**src/hdl/mbdrh_pkg.sv**
```systemverilog
`default_nettype none
// ----------------------------------------------------------------------------
// mbdrh_pkg
// Shared types and constants for the multi-button debouncer with reset hold.
// ----------------------------------------------------------------------------
package mbdrh_pkg;

    localparam int BTN_COUNT   = 4;
    localparam int BTN_IDX_W   = 2;
    localparam int CNT_W       = 8;
    localparam int HOLD_THR_W  = 16;
    localparam int HOLD_W      = HOLD_THR_W + 1;
    localparam int RES_MAX     = BTN_COUNT + 2;
    localparam int RES_IDX_W   = $clog2(RES_MAX);
    localparam int ADDR_W      = 5;
    localparam int DATA_W      = 32;

    localparam logic [ADDR_W-1:0] ADDR_DEBOUNCE  = ADDR_W'(0);
    localparam logic [ADDR_W-1:0] ADDR_HOLD      = ADDR_W'(4);
    localparam logic [ADDR_W-1:0] ADDR_COMBO     = ADDR_W'(8);
    localparam logic [ADDR_W-1:0] ADDR_RECOVERY  = ADDR_W'(12);
    localparam logic [ADDR_W-1:0] ADDR_ENABLE    = ADDR_W'(16);

    localparam logic [CNT_W-1:0]      RST_DEBOUNCE = CNT_W'(20);
    localparam logic [HOLD_THR_W-1:0] RST_HOLD     = HOLD_THR_W'(2500);
    localparam logic [BTN_COUNT-1:0]  RST_COMBO    = BTN_COUNT'(5);
    localparam logic [BTN_COUNT-1:0]  RST_RECOVERY = BTN_COUNT'(2);
    localparam logic                  RST_ENABLE   = 1'b1;

    typedef enum logic [1:0] {
        KIND_DOWN  = 2'd0,
        KIND_UP    = 2'd1,
        KIND_RESET = 2'd2,
        KIND_DONE  = 2'd3
    } t_kind;

    typedef struct packed {
        logic [CNT_W-1:0]      debounce;
        logic [HOLD_THR_W-1:0] hold;
        logic [BTN_COUNT-1:0]  combo;
        logic [BTN_COUNT-1:0]  recovery;
        logic                  enable;
    } t_cfg;

    typedef struct packed {
        logic differ;
        logic flip;
        logic deb_next;
    } t_lane_st;

    typedef struct packed {
        t_kind                kind;
        logic [BTN_IDX_W-1:0] button;
        logic                 force_recovery;
        logic                 may_idle;
        logic                 last;
    } t_result;

    typedef t_result [RES_MAX-1:0] t_list;

endpackage
`default_nettype wire

```
**src/hdl/mbdrh_lane.sv**
```systemverilog
`default_nettype none
// ----------------------------------------------------------------------------
// mbdrh_lane
// One button: change counter and debounced state bit.
// ----------------------------------------------------------------------------
module mbdrh_lane import mbdrh_pkg::*; (
    input  wire logic             i_clk,
    input  wire logic             i_rst_n,
    input  wire logic             i_en,
    input  wire logic             i_raw,
    input  wire logic [CNT_W-1:0] i_debounce,
    output t_lane_st              o_st
);

    logic [CNT_W-1:0] r_cnt, n_cnt;
    logic             r_deb, n_deb;
    logic [CNT_W-1:0] cnt_inc;

    always_comb begin
        cnt_inc       = r_cnt + CNT_W'(1);
        o_st.differ   = (i_raw != r_deb);
        o_st.flip     = o_st.differ && (cnt_inc == i_debounce);
        n_deb         = o_st.flip ? i_raw : r_deb;
        o_st.deb_next = n_deb;
        if (!o_st.differ || o_st.flip) begin
            n_cnt = '0;
        end else begin
            n_cnt = cnt_inc;
        end
    end

    always_ff @(posedge i_clk) begin
        if (!i_rst_n) begin
            r_cnt <= '0;
            r_deb <= 1'b0;
        end else if (i_en) begin
            r_cnt <= n_cnt;
            r_deb <= n_deb;
        end
    end

endmodule
`default_nettype wire

```
**src/hdl/mbdrh_merge.sv**
```systemverilog
`default_nettype none
// ----------------------------------------------------------------------------
// mbdrh_merge
// Combines lane events, runs the reset hold timer and builds the result list.
// ----------------------------------------------------------------------------
module mbdrh_merge import mbdrh_pkg::*; (
    input  wire logic                      i_clk,
    input  wire logic                      i_rst_n,
    input  wire logic                      i_en,
    input  wire t_cfg                      i_cfg,
    input  wire t_lane_st [BTN_COUNT-1:0]  i_lane,
    output t_list                          o_list
);

    logic [HOLD_W-1:0]    r_hold, n_hold;
    logic [HOLD_W-1:0]    hold_inc;
    logic [HOLD_W-1:0]    thr;
    logic [BTN_COUNT-1:0] deb;
    logic                 any_differ;
    logic                 held;
    logic                 fire;
    logic [RES_IDX_W-1:0] n;

    always_comb begin
        o_list     = '0;
        n          = '0;
        any_differ = 1'b0;
        for (int i = 0; i < BTN_COUNT; i++) begin
            deb[i] = i_lane[i].deb_next;
            any_differ = any_differ | i_lane[i].differ;
            if (i_lane[i].flip) begin
                o_list[n].kind   = i_lane[i].deb_next ? KIND_DOWN : KIND_UP;
                o_list[n].button = BTN_IDX_W'(i);
                n = n + RES_IDX_W'(1);
            end
        end

        thr      = {1'b0, i_cfg.hold};
        hold_inc = r_hold + HOLD_W'(1);
        held     = i_cfg.enable && ((deb & i_cfg.combo) == i_cfg.combo);
        fire     = 1'b0;
        n_hold   = r_hold;
        if (!held) begin
            n_hold = '0;
        end else if (r_hold <= thr) begin
            n_hold = hold_inc;
            fire   = (hold_inc > thr);
        end

        if (fire) begin
            o_list[n].kind           = KIND_RESET;
            o_list[n].force_recovery = ((deb & i_cfg.recovery) != '0);
            n = n + RES_IDX_W'(1);
        end

        o_list[n].kind     = KIND_DONE;
        o_list[n].may_idle = !any_differ && !held;
        o_list[n].last     = 1'b1;
    end

    always_ff @(posedge i_clk) begin
        if (!i_rst_n) begin
            r_hold <= '0;
        end else if (i_en) begin
            r_hold <= n_hold;
        end
    end

endmodule
`default_nettype wire

```
**src/hdl/mbdrh_obuf.sv**
```systemverilog
`default_nettype none
// ----------------------------------------------------------------------------
// mbdrh_obuf
// Holds one tick's result list and sends it out one transfer per cycle while not stalled.
// ----------------------------------------------------------------------------
module mbdrh_obuf import mbdrh_pkg::*; (
    input  wire logic  i_clk,
    input  wire logic  i_rst_n,
    input  wire logic  i_load,
    input  wire t_list i_list,
    input  wire logic  i_stall,
    output logic       o_free,
    output logic       o_valid,
    output t_result    o_res
);

    t_list                r_list;
    logic [RES_IDX_W-1:0] r_idx;
    logic                 r_valid;
    logic                 xfer;

    always_comb begin
        o_res   = r_list[r_idx];
        o_valid = r_valid;
        xfer    = r_valid && !i_stall;
        o_free  = !r_valid || (xfer && o_res.last);
    end

    always_ff @(posedge i_clk) begin
        if (!i_rst_n) begin
            r_valid <= 1'b0;
            r_idx   <= '0;
        end else if (i_load) begin
            r_valid <= 1'b1;
            r_idx   <= '0;
        end else if (xfer) begin
            if (o_res.last) begin
                r_valid <= 1'b0;
            end else begin
                r_idx <= r_idx + RES_IDX_W'(1);
            end
        end
    end

    always_ff @(posedge i_clk) begin
        if (i_load) begin
            r_list <= i_list;
        end
    end

endmodule
`default_nettype wire

```
**src/hdl/multi_button_debounce_reset_hold_top.sv**
```systemverilog
`default_nettype none
// ----------------------------------------------------------------------------
// multi_button_debounce_reset_hold_top
// Four-button debouncer with reset-combination hold detection.
// ----------------------------------------------------------------------------
// Each input transfer is one sample tick. The tick is captured in an input
// register; when the output buffer is free, all button lanes update in
// parallel and the tick's results (button events in button order, an optional
// reset request, then a tick-done result flagged last) are loaded into an
// output buffer that sends one result per cycle unless the output is stalled.
// A tick has 1 to 6 results; the next tick is taken into the input register
// while the previous results drain, and its first result follows the previous
// tick's last one without a gap.
// ----------------------------------------------------------------------------
module multi_button_debounce_reset_hold_top import mbdrh_pkg::*; (
    input  wire logic                 i_clk,
    input  wire logic                 i_rst_n,
    input  wire logic                 psel,
    input  wire logic                 penable,
    input  wire logic                 pwrite,
    input  wire logic [ADDR_W-1:0]    paddr,
    input  wire logic [DATA_W-1:0]    pwdata,
    output logic      [DATA_W-1:0]    prdata,
    output logic                      pready,
    input  wire logic                 i_in_valid,
    output logic                      o_in_stall,
    input  wire logic [BTN_COUNT-1:0] i_pressed_bits,
    output logic                      o_out_valid,
    input  wire logic                 i_out_stall,
    output logic      [1:0]           o_kind,
    output logic      [BTN_IDX_W-1:0] o_button,
    output logic                      o_force_recovery,
    output logic                      o_may_idle,
    output logic                      o_last
);

    t_cfg                      r_cfg;
    logic                      r_in_valid;
    logic [BTN_COUNT-1:0]      r_in_bits;
    logic                      cfg_wr;
    logic                      buf_free;
    logic                      move;
    logic                      in_xfer;
    t_lane_st [BTN_COUNT-1:0]  lane;
    t_list                     list;
    t_result                   res;

    assign pready = 1'b1;
    assign cfg_wr = psel && penable && pwrite;

    always_ff @(posedge i_clk) begin
        if (!i_rst_n) begin
            r_cfg.debounce <= RST_DEBOUNCE;
            r_cfg.hold     <= RST_HOLD;
            r_cfg.combo    <= RST_COMBO;
            r_cfg.recovery <= RST_RECOVERY;
            r_cfg.enable   <= RST_ENABLE;
        end else if (cfg_wr) begin
            unique case ({paddr[ADDR_W-1:2], 2'b00})
                ADDR_DEBOUNCE: r_cfg.debounce <= pwdata[CNT_W-1:0];
                ADDR_HOLD:     r_cfg.hold     <= pwdata[HOLD_THR_W-1:0];
                ADDR_COMBO:    r_cfg.combo    <= pwdata[BTN_COUNT-1:0];
                ADDR_RECOVERY: r_cfg.recovery <= pwdata[BTN_COUNT-1:0];
                ADDR_ENABLE:   r_cfg.enable   <= pwdata[0];
                default: ;
            endcase
        end
    end

    always_comb begin
        unique case ({paddr[ADDR_W-1:2], 2'b00})
            ADDR_DEBOUNCE: prdata = DATA_W'(r_cfg.debounce);
            ADDR_HOLD:     prdata = DATA_W'(r_cfg.hold);
            ADDR_COMBO:    prdata = DATA_W'(r_cfg.combo);
            ADDR_RECOVERY: prdata = DATA_W'(r_cfg.recovery);
            ADDR_ENABLE:   prdata = DATA_W'(r_cfg.enable);
            default:       prdata = '0;
        endcase
    end

    assign move       = r_in_valid && buf_free;
    assign o_in_stall = r_in_valid && !buf_free;
    assign in_xfer    = i_in_valid && !o_in_stall;

    always_ff @(posedge i_clk) begin
        if (!i_rst_n) begin
            r_in_valid <= 1'b0;
        end else if (in_xfer) begin
            r_in_valid <= 1'b1;
        end else if (move) begin
            r_in_valid <= 1'b0;
        end
    end

    always_ff @(posedge i_clk) begin
        if (in_xfer) begin
            r_in_bits <= i_pressed_bits;
        end
    end

    for (genvar g = 0; g < BTN_COUNT; g++) begin : g_lane
        mbdrh_lane u_lane (
            .i_clk      (i_clk),
            .i_rst_n    (i_rst_n),
            .i_en       (move),
            .i_raw      (r_in_bits[g]),
            .i_debounce (r_cfg.debounce),
            .o_st       (lane[g])
        );
    end

    mbdrh_merge u_merge (
        .i_clk   (i_clk),
        .i_rst_n (i_rst_n),
        .i_en    (move),
        .i_cfg   (r_cfg),
        .i_lane  (lane),
        .o_list  (list)
    );

    mbdrh_obuf u_obuf (
        .i_clk   (i_clk),
        .i_rst_n (i_rst_n),
        .i_load  (move),
        .i_list  (list),
        .i_stall (i_out_stall),
        .o_free  (buf_free),
        .o_valid (o_out_valid),
        .o_res   (res)
    );

    assign o_kind           = res.kind;
    assign o_button         = res.button;
    assign o_force_recovery = res.force_recovery;
    assign o_may_idle       = res.may_idle;
    assign o_last           = res.last;

endmodule
`default_nettype wire

```
**config.mk**
```make
export PLATFORM = sky130hd
export DESIGN_NAME = multi_button_debounce_reset_hold_top
export DESIGN_NICKNAME = d
export VERILOG_FILES = /design/src/hdl/mbdrh_pkg.sv /design/src/hdl/mbdrh_lane.sv /design/src/hdl/mbdrh_merge.sv /design/src/hdl/mbdrh_obuf.sv /design/src/hdl/multi_button_debounce_reset_hold_top.sv
export SDC_FILE = /design/constraint.sdc
export NUM_CORES = 1
export LEC_CHECK = 0
export BUFFER_PORTS_ARGS = -buffer_cell sky130_fd_sc_hd__buf_2
export CAP_MARGIN = 20
export CORE_MARGIN = 8
export CORE_UTILIZATION = 63
export DETAILED_ROUTE_END_ITERATION = 10
export MAX_ROUTING_LAYER = met4
export PLACE_DENSITY = 0.9
export SYNTH_ARGS = -nofsm -noshare
export SYNTH_HDL_FRONTEND = slang
export SYNTH_HIERARCHICAL = 1
export SYNTH_SLANG_ARGS = --single-unit
```
**constraint.sdc**
```tcl
create_clock -name i_clk -period 8.85 [get_ports i_clk]
set_clock_uncertainty 0.1 [all_clocks]
set_input_delay 1.77 -clock i_clk [delete_from_list [all_inputs] [get_ports i_clk]]
set_output_delay 1.77 -clock i_clk [all_outputs]
set_load 0.02 [all_outputs]
```
* Word level (Yosys, flattened, before mapping)
Index checks and enable logic that the tools add are counted.
Widths: inputs -> output; s select.
** Cells by class
- Equality and inequality tests :: 14
- Add/subtract/negate cells :: 10
- Divide/modulo/power cells :: 0
- Reduce and logical (&&, ||, !) cells :: 47
- Bitwise operators :: 7
- Mux-type cells :: 67
- $mul :: 0
- $lt $le $gt $ge :: 13
- Shift operators :: 0
** Operator list (count)
- $bwmux 42 :: 11
- $demux 7 s3 :: 11
- $mux 42 :: 4
- $pmux 16 s5 :: 1
- $mux 7 :: 6
- $mux 17 :: 2
- $add 8x1->8 const B :: 4
- $eq 8x8->1 :: 4
- $mux 8 :: 4
- $bmux 7 s3 :: 1
- $lt 3x4->1 const B :: 5
- $logic_and 1x1->1 :: 18
- $mux 3 :: 6
- $add 17x1->17 const B :: 1
- $gt 17x16->1 :: 1
- $le 17x16->1 :: 1
- $mux 1 :: 17
- $reduce_and 2->1 :: 8
- $mux 5 :: 3
- $add 3x1->3 const B :: 4
- $ge 3x1->1 const B :: 4
- $logic_not 1->1 :: 10
- $and 4x4->4 :: 2
- $eq 3x2->1 const B :: 2
- other kinds (16) :: 28
** Word-level totals
- Memories kept :: 0
- Bits in latches :: 0
- RAM bits :: 0
- Register bits :: 137
- Word-level logic and storage cells :: 206
- Output and inout bits :: 42
- Memory bits (read-only) :: 0
- Bits of input ports :: 48

* Depth between registers and ports, before layout
- Depth in word-level cells :: 23
- Mapped depth :: 17

* By module
Netlist, hierarchy kept.
** By module, submodules not included
- mbdrh_lane :: instances 4, area each 725.7 um^2, cells each 87
- mbdrh_merge :: instances 1, area each 2568.7 um^2, cells each 363
- multi_button_debounce_reset_hold_top :: instances 1, area each 1944.4 um^2, cells each 204
- mbdrh_obuf :: instances 1, area each 1858.0 um^2, cells each 101

* Least setup slack after synthesis
Ideal clock, no wire load.
- Path type :: input port to flip-flop
- Start :: input i_out_stall
- End :: register u_merge.r_hold[7]
- Path slack :: 3889 ps
- Arrival :: 4791 ps
- Data required time :: 8680 ps
- Path buffers :: 2
- Stages on the path :: 8
- Path through :: o21ai_0 and2_1 clkbuf_1 inv_1 a211oi_1 buf_2 nand3b_1 a21oi_1
** On the way
- Word-level cells in the longest chain between the ends :: 6
** Ends and longest elaborated chain
- start, declared :: RTL line multi_button_debounce_reset_hold_top.sv:29 : input wire logic i_out_stall,
- $logic_not 1->1 :: RTL line mbdrh_obuf.sv:25 : xfer = r_valid && !i_stall;
- $logic_and 1x1->1 :: RTL line mbdrh_obuf.sv:25
- $logic_and 1x1->1 :: RTL line mbdrh_obuf.sv:26 : o_free = !r_valid || (xfer && o_res.last);
- $logic_or 1x1->1 :: RTL line mbdrh_obuf.sv:26
- $logic_and 1x1->1 :: RTL line multi_button_debounce_reset_hold_top.sv:81 : assign move = r_in_valid && buf_free;
- net move :: RTL line multi_button_debounce_reset_hold_top.sv:42 : logic move;
- $reduce_and 2->1 (no line)
- end signal, assigned :: RTL line mbdrh_merge.sv:65 : r_hold <= n_hold;
- end, declared :: RTL line mbdrh_merge.sv:15 : logic [HOLD_W-1:0] r_hold, n_hold;
The timed path passes the listed nets, and every way through them passes these cells.
A chain may end at the register's enable or synchronous reset.

==> impl_metrics.yaml <==
run_status:
  run_status: "finished, final reports clean"
power_and_ir_drop:
  power_frac_clock_pct: 48.4
  power.share.switching_pct: 23.7
  power_leakage_uw: 0.00404
  p_switching_uw: 348
  power.total_uw: 1470
  pwr-share-seq_pct: 45.4
  internal_power_uw: 1120
  pwr_density_cell_nw_per_um2: 146
  share_comb_of_total_power_pct: 6.2
  peakVddDrop_mv: 0.175
cts:
  clkSinkCount: 137
  cts_inserted_buffers: 17
  cts.clk_slew.worst_paths_ns: 0.06
  h-tree-depth: 4
  clockBufferDepth: 2
  cts_setup_buffers: 0
  cts_tree: "yes"
  insertion_delay_ns: 0.43
  cts_resized: 0
  cts-root-buf: "clkbuf_16"
  hold_buffers: 0
timing:
  worstMarginPinSlew_ns: 0.905
  slew_headroom_pct: 39.7
  timing.fmax_mhz: 179
  rsz0062_at_grt: "false"
  post-route-period-util_pct: 63.1
  final_max_slew_viol_count: 0
  fin_crit_ns: 5.58
  setup_viol: 0
  tns_ns: 0
  setup_ws_ns: 3.27
  hold_violations: 0
final_layout:
  drive_gt1_share_pct: 13.4
  fill_cells: 1072
  multiInputGateArea_sq_um: 5490
  nets: 1135
  seqCellArea_sq_um: 3200
  syn_to_final_growth_pct: 8.26
critical_path:
  r2r_end: "u_obuf/r_list[40]$_DFFE_PP_"
  critPathTopFamily: "compound AO/OA/AOI/OAI gates"
  start_kind: "flop"
  path_buf_inv: 1
  crit_path_end_kind: "flop"
  r2r_start: "g_lane[1].u_lane/r_cnt[0]$_SDFFE_PN0P_"
  cp_cell_sequence: "ha_1 -> nand3_2 -> or3_1 -> a211oi_2 -> nand4_1 -> nor2b_1 -> fa_1 -> xnor2_1 -> inv_1 -> ha_1 -> xnor2_1 -> a2111oi_0 -> a22oi_1 -> o21ai_0"
  slowest_delay_ns: 0.81
  slowest_stage: "a2111oi_0"
  required_ns: 9.02
  reg2reg_depth: 14
  rrSetupSlack_ns: 3.27
  cp_max_fo: 7
  setup.worst_path.class: "flop to flop"
  arrival_ns: 5.75
grt:
  grt_overflow_total: 0
  grt_pass1_vias: 7583
  grt_start_max_net_pins: 76
  antenna_found_initial: 1
  grt_util_all_layers_pct: 25.2
  grt_pass1_wl_microns: 37100
floorplan:
  die_w_microns: 137
  row_count: 44
  core_sq_um: 14500
  start_util_pct: 64.1
  die_area_sq_um: 18900
  io_pins: 90
  die_y_microns: 137
yosys:
  synthArstFlopShare_pct: 0
  synth-seq-cells: 137
  synth_flop_cell: "dfxtp_1"
  synth_top_area_share_pct: 19.6
  netlist_instances: 1016
  synth_commonest_cells: "nand2_1, dfxtp_1, inv_1"
  synth_edf_count: 46
  syn_avg_cell_area_sq_um: 9.13
  ys_seq_area_share_pct: 34.5
  synth_area_leaders: "dfxtp_1, edfxtp_1, ha_1"
  synth_top_area_cell: "dfxtp_1"
  ys_warn_count: 6
  syn_area_sq_um: 9270
  synth_cell_types: 77
  synth_most_common_cell: "nand2_1"
min_path:
  whs_path_depth: 2
  hold_end: "r_cfg[23]$_SDFFE_PN0P_"
  min_from: "r_cfg[23]$_SDFFE_PN0P_"
  min_path_type: "flop to flop"
detailed_routing:
  dr.pass1.iters: 6
  drt_iter0_markers: 797
  viasPerCell: 6.51
  ant_nets: 0
  wl_per_cell_microns: 18.3
  vias: 8070
  drt_wl_total_microns: 22700
  drc: 0
flow_run:
  cap_violations: 0
placed_design:
  dp_slack_ns: 3.47
  detailed_place_hpwl_microns: 15800
  routabilityCongestion: 0.959
  portBuffers: 54
==> routing by layer <==
layer / wire (microns) / GRT usage (%) / part of all wire [%] / up-vias
met5: 0 / - / 0 / -
met4: 645 / 10.2 / 2.8 / 0
met2: 10900 / 40.6 / 48 / 415
li1: - / - / - / 3752
met3: 1770 / 5.18 / 7.8 / 66
met1: 9410 / 30.3 / 41 / 3837
==> state kept, by name, summed over array words and instances, names as in the netlist <==
register and cells:
g_lane.u_lane/r_cnt 32, g_lane.u_lane/r_deb 4, r_cfg 33, r_in_bits 4, r_in_valid 1, u_merge/r_hold 17
u_obuf/o_valid 1, u_obuf/r_idx 3, u_obuf/r_list 42
==> area by class of cell <==
cell class              count  area share (%)
repair buffers             58            2.99
inverters                  59            2.21
clock inverters             9           0.847
multi-input cells         769            54.6
well taps                 184            2.29
clock buffers              23            5.08
flip-flops and latches    137            31.9
diodes                      1          0.0249
==> how the worst max path moves through the flow <==
stage                                            from                              to  slack (ns)  cells past startpoint
2_1_floorplan                             i_out_stall  u_merge/r_hold[7]$_SDFFE_PN0P_        3.89                      8
3_3_place_gp   g_lane[1].u_lane/r_cnt[0]$_SDFFE_PN0P_     u_obuf/r_list[40]$_DFFE_PP_        3.65                     14
3_5_place_dp   g_lane[1].u_lane/r_cnt[0]$_SDFFE_PN0P_     u_obuf/r_list[40]$_DFFE_PP_        3.47                     14
4_1_cts        g_lane[1].u_lane/r_cnt[0]$_SDFFE_PN0P_     u_obuf/r_list[40]$_DFFE_PP_        3.42                     14
5_1_grt        g_lane[1].u_lane/r_cnt[0]$_SDFFE_PN0P_     u_obuf/r_list[40]$_DFFE_PP_        2.95                     14
6_report       g_lane[1].u_lane/r_cnt[0]$_SDFFE_PN0P_     u_obuf/r_list[40]$_DFFE_PP_        3.27                     14
==> logic make-up (layout without fill, tap and decap cells) <==
logic type | count (synthesis) | count (layout) | synth area share [%]
simple gates | 390 | 390 | 23.7
fa+ha+maj | 45 | 45 | 6.15
xor+xnor | 57 | 57 | 5.38
other cells | 2 | 18 | 0.0810
compound gates | 199 | 199 | 14.9
flops | 137 | 137 | 34.5
buf+inv | 125 | 149 | 6.92
mux | 61 | 61 | 8.36
==> per-stage QoR <==
step | utilization (%) | cells | hold WS, ns | cell area, sq um
2_1_floorplan | - | 1031 | 0.343 | 9330
3_3_place_gp | 65.2 | 1207 | 0.360 | 9440
3_5_place_dp | 65.2 | 1207 | 0.362 | 9440
4_1_cts | 69.3 | 1239 | 0.370 | 10000
5_1_grt | 69.3 | 1240 | 0.389 | 10000
6_report | 69.3 | 1240 | 0.370 | 10000
==> power groups by stage <==
stage / clock network (uW) / registers, uW / logic (uW)
4_1_cts: 715 / 667 / 89.4
6_report: 711 / 668 / 91.3
3_5_place_dp: 0 / 681 / 88.5
3_3_place_gp: 0 / 680 / 86.1
2_1_floorplan: 0 / 679 / 68.3
5_1_grt: 740 / 668 / 98.6
==> layout by cell type, fill, tap and decap left out, drive strengths merged, types with 32 or more instances in the layout <==
master,synthesis,routed
mux2i,43,43
nand2,128,128
o211ai,32,32
xor2,32,32
buf,47,58
edfxtp,46,46
nor2,43,43
ha,44,44
nand3,53,53
inv,59,61
dfxtp,91,91
o21ai,41,41
==> worst min-delay path, stage by stage (launching register included) <==
cell and delay [ns]:
dfxtp_1 0.32, nand2_1 0.05, mux2i_1 0.05
No activity file was read; power rests on OpenSTA's default activity.
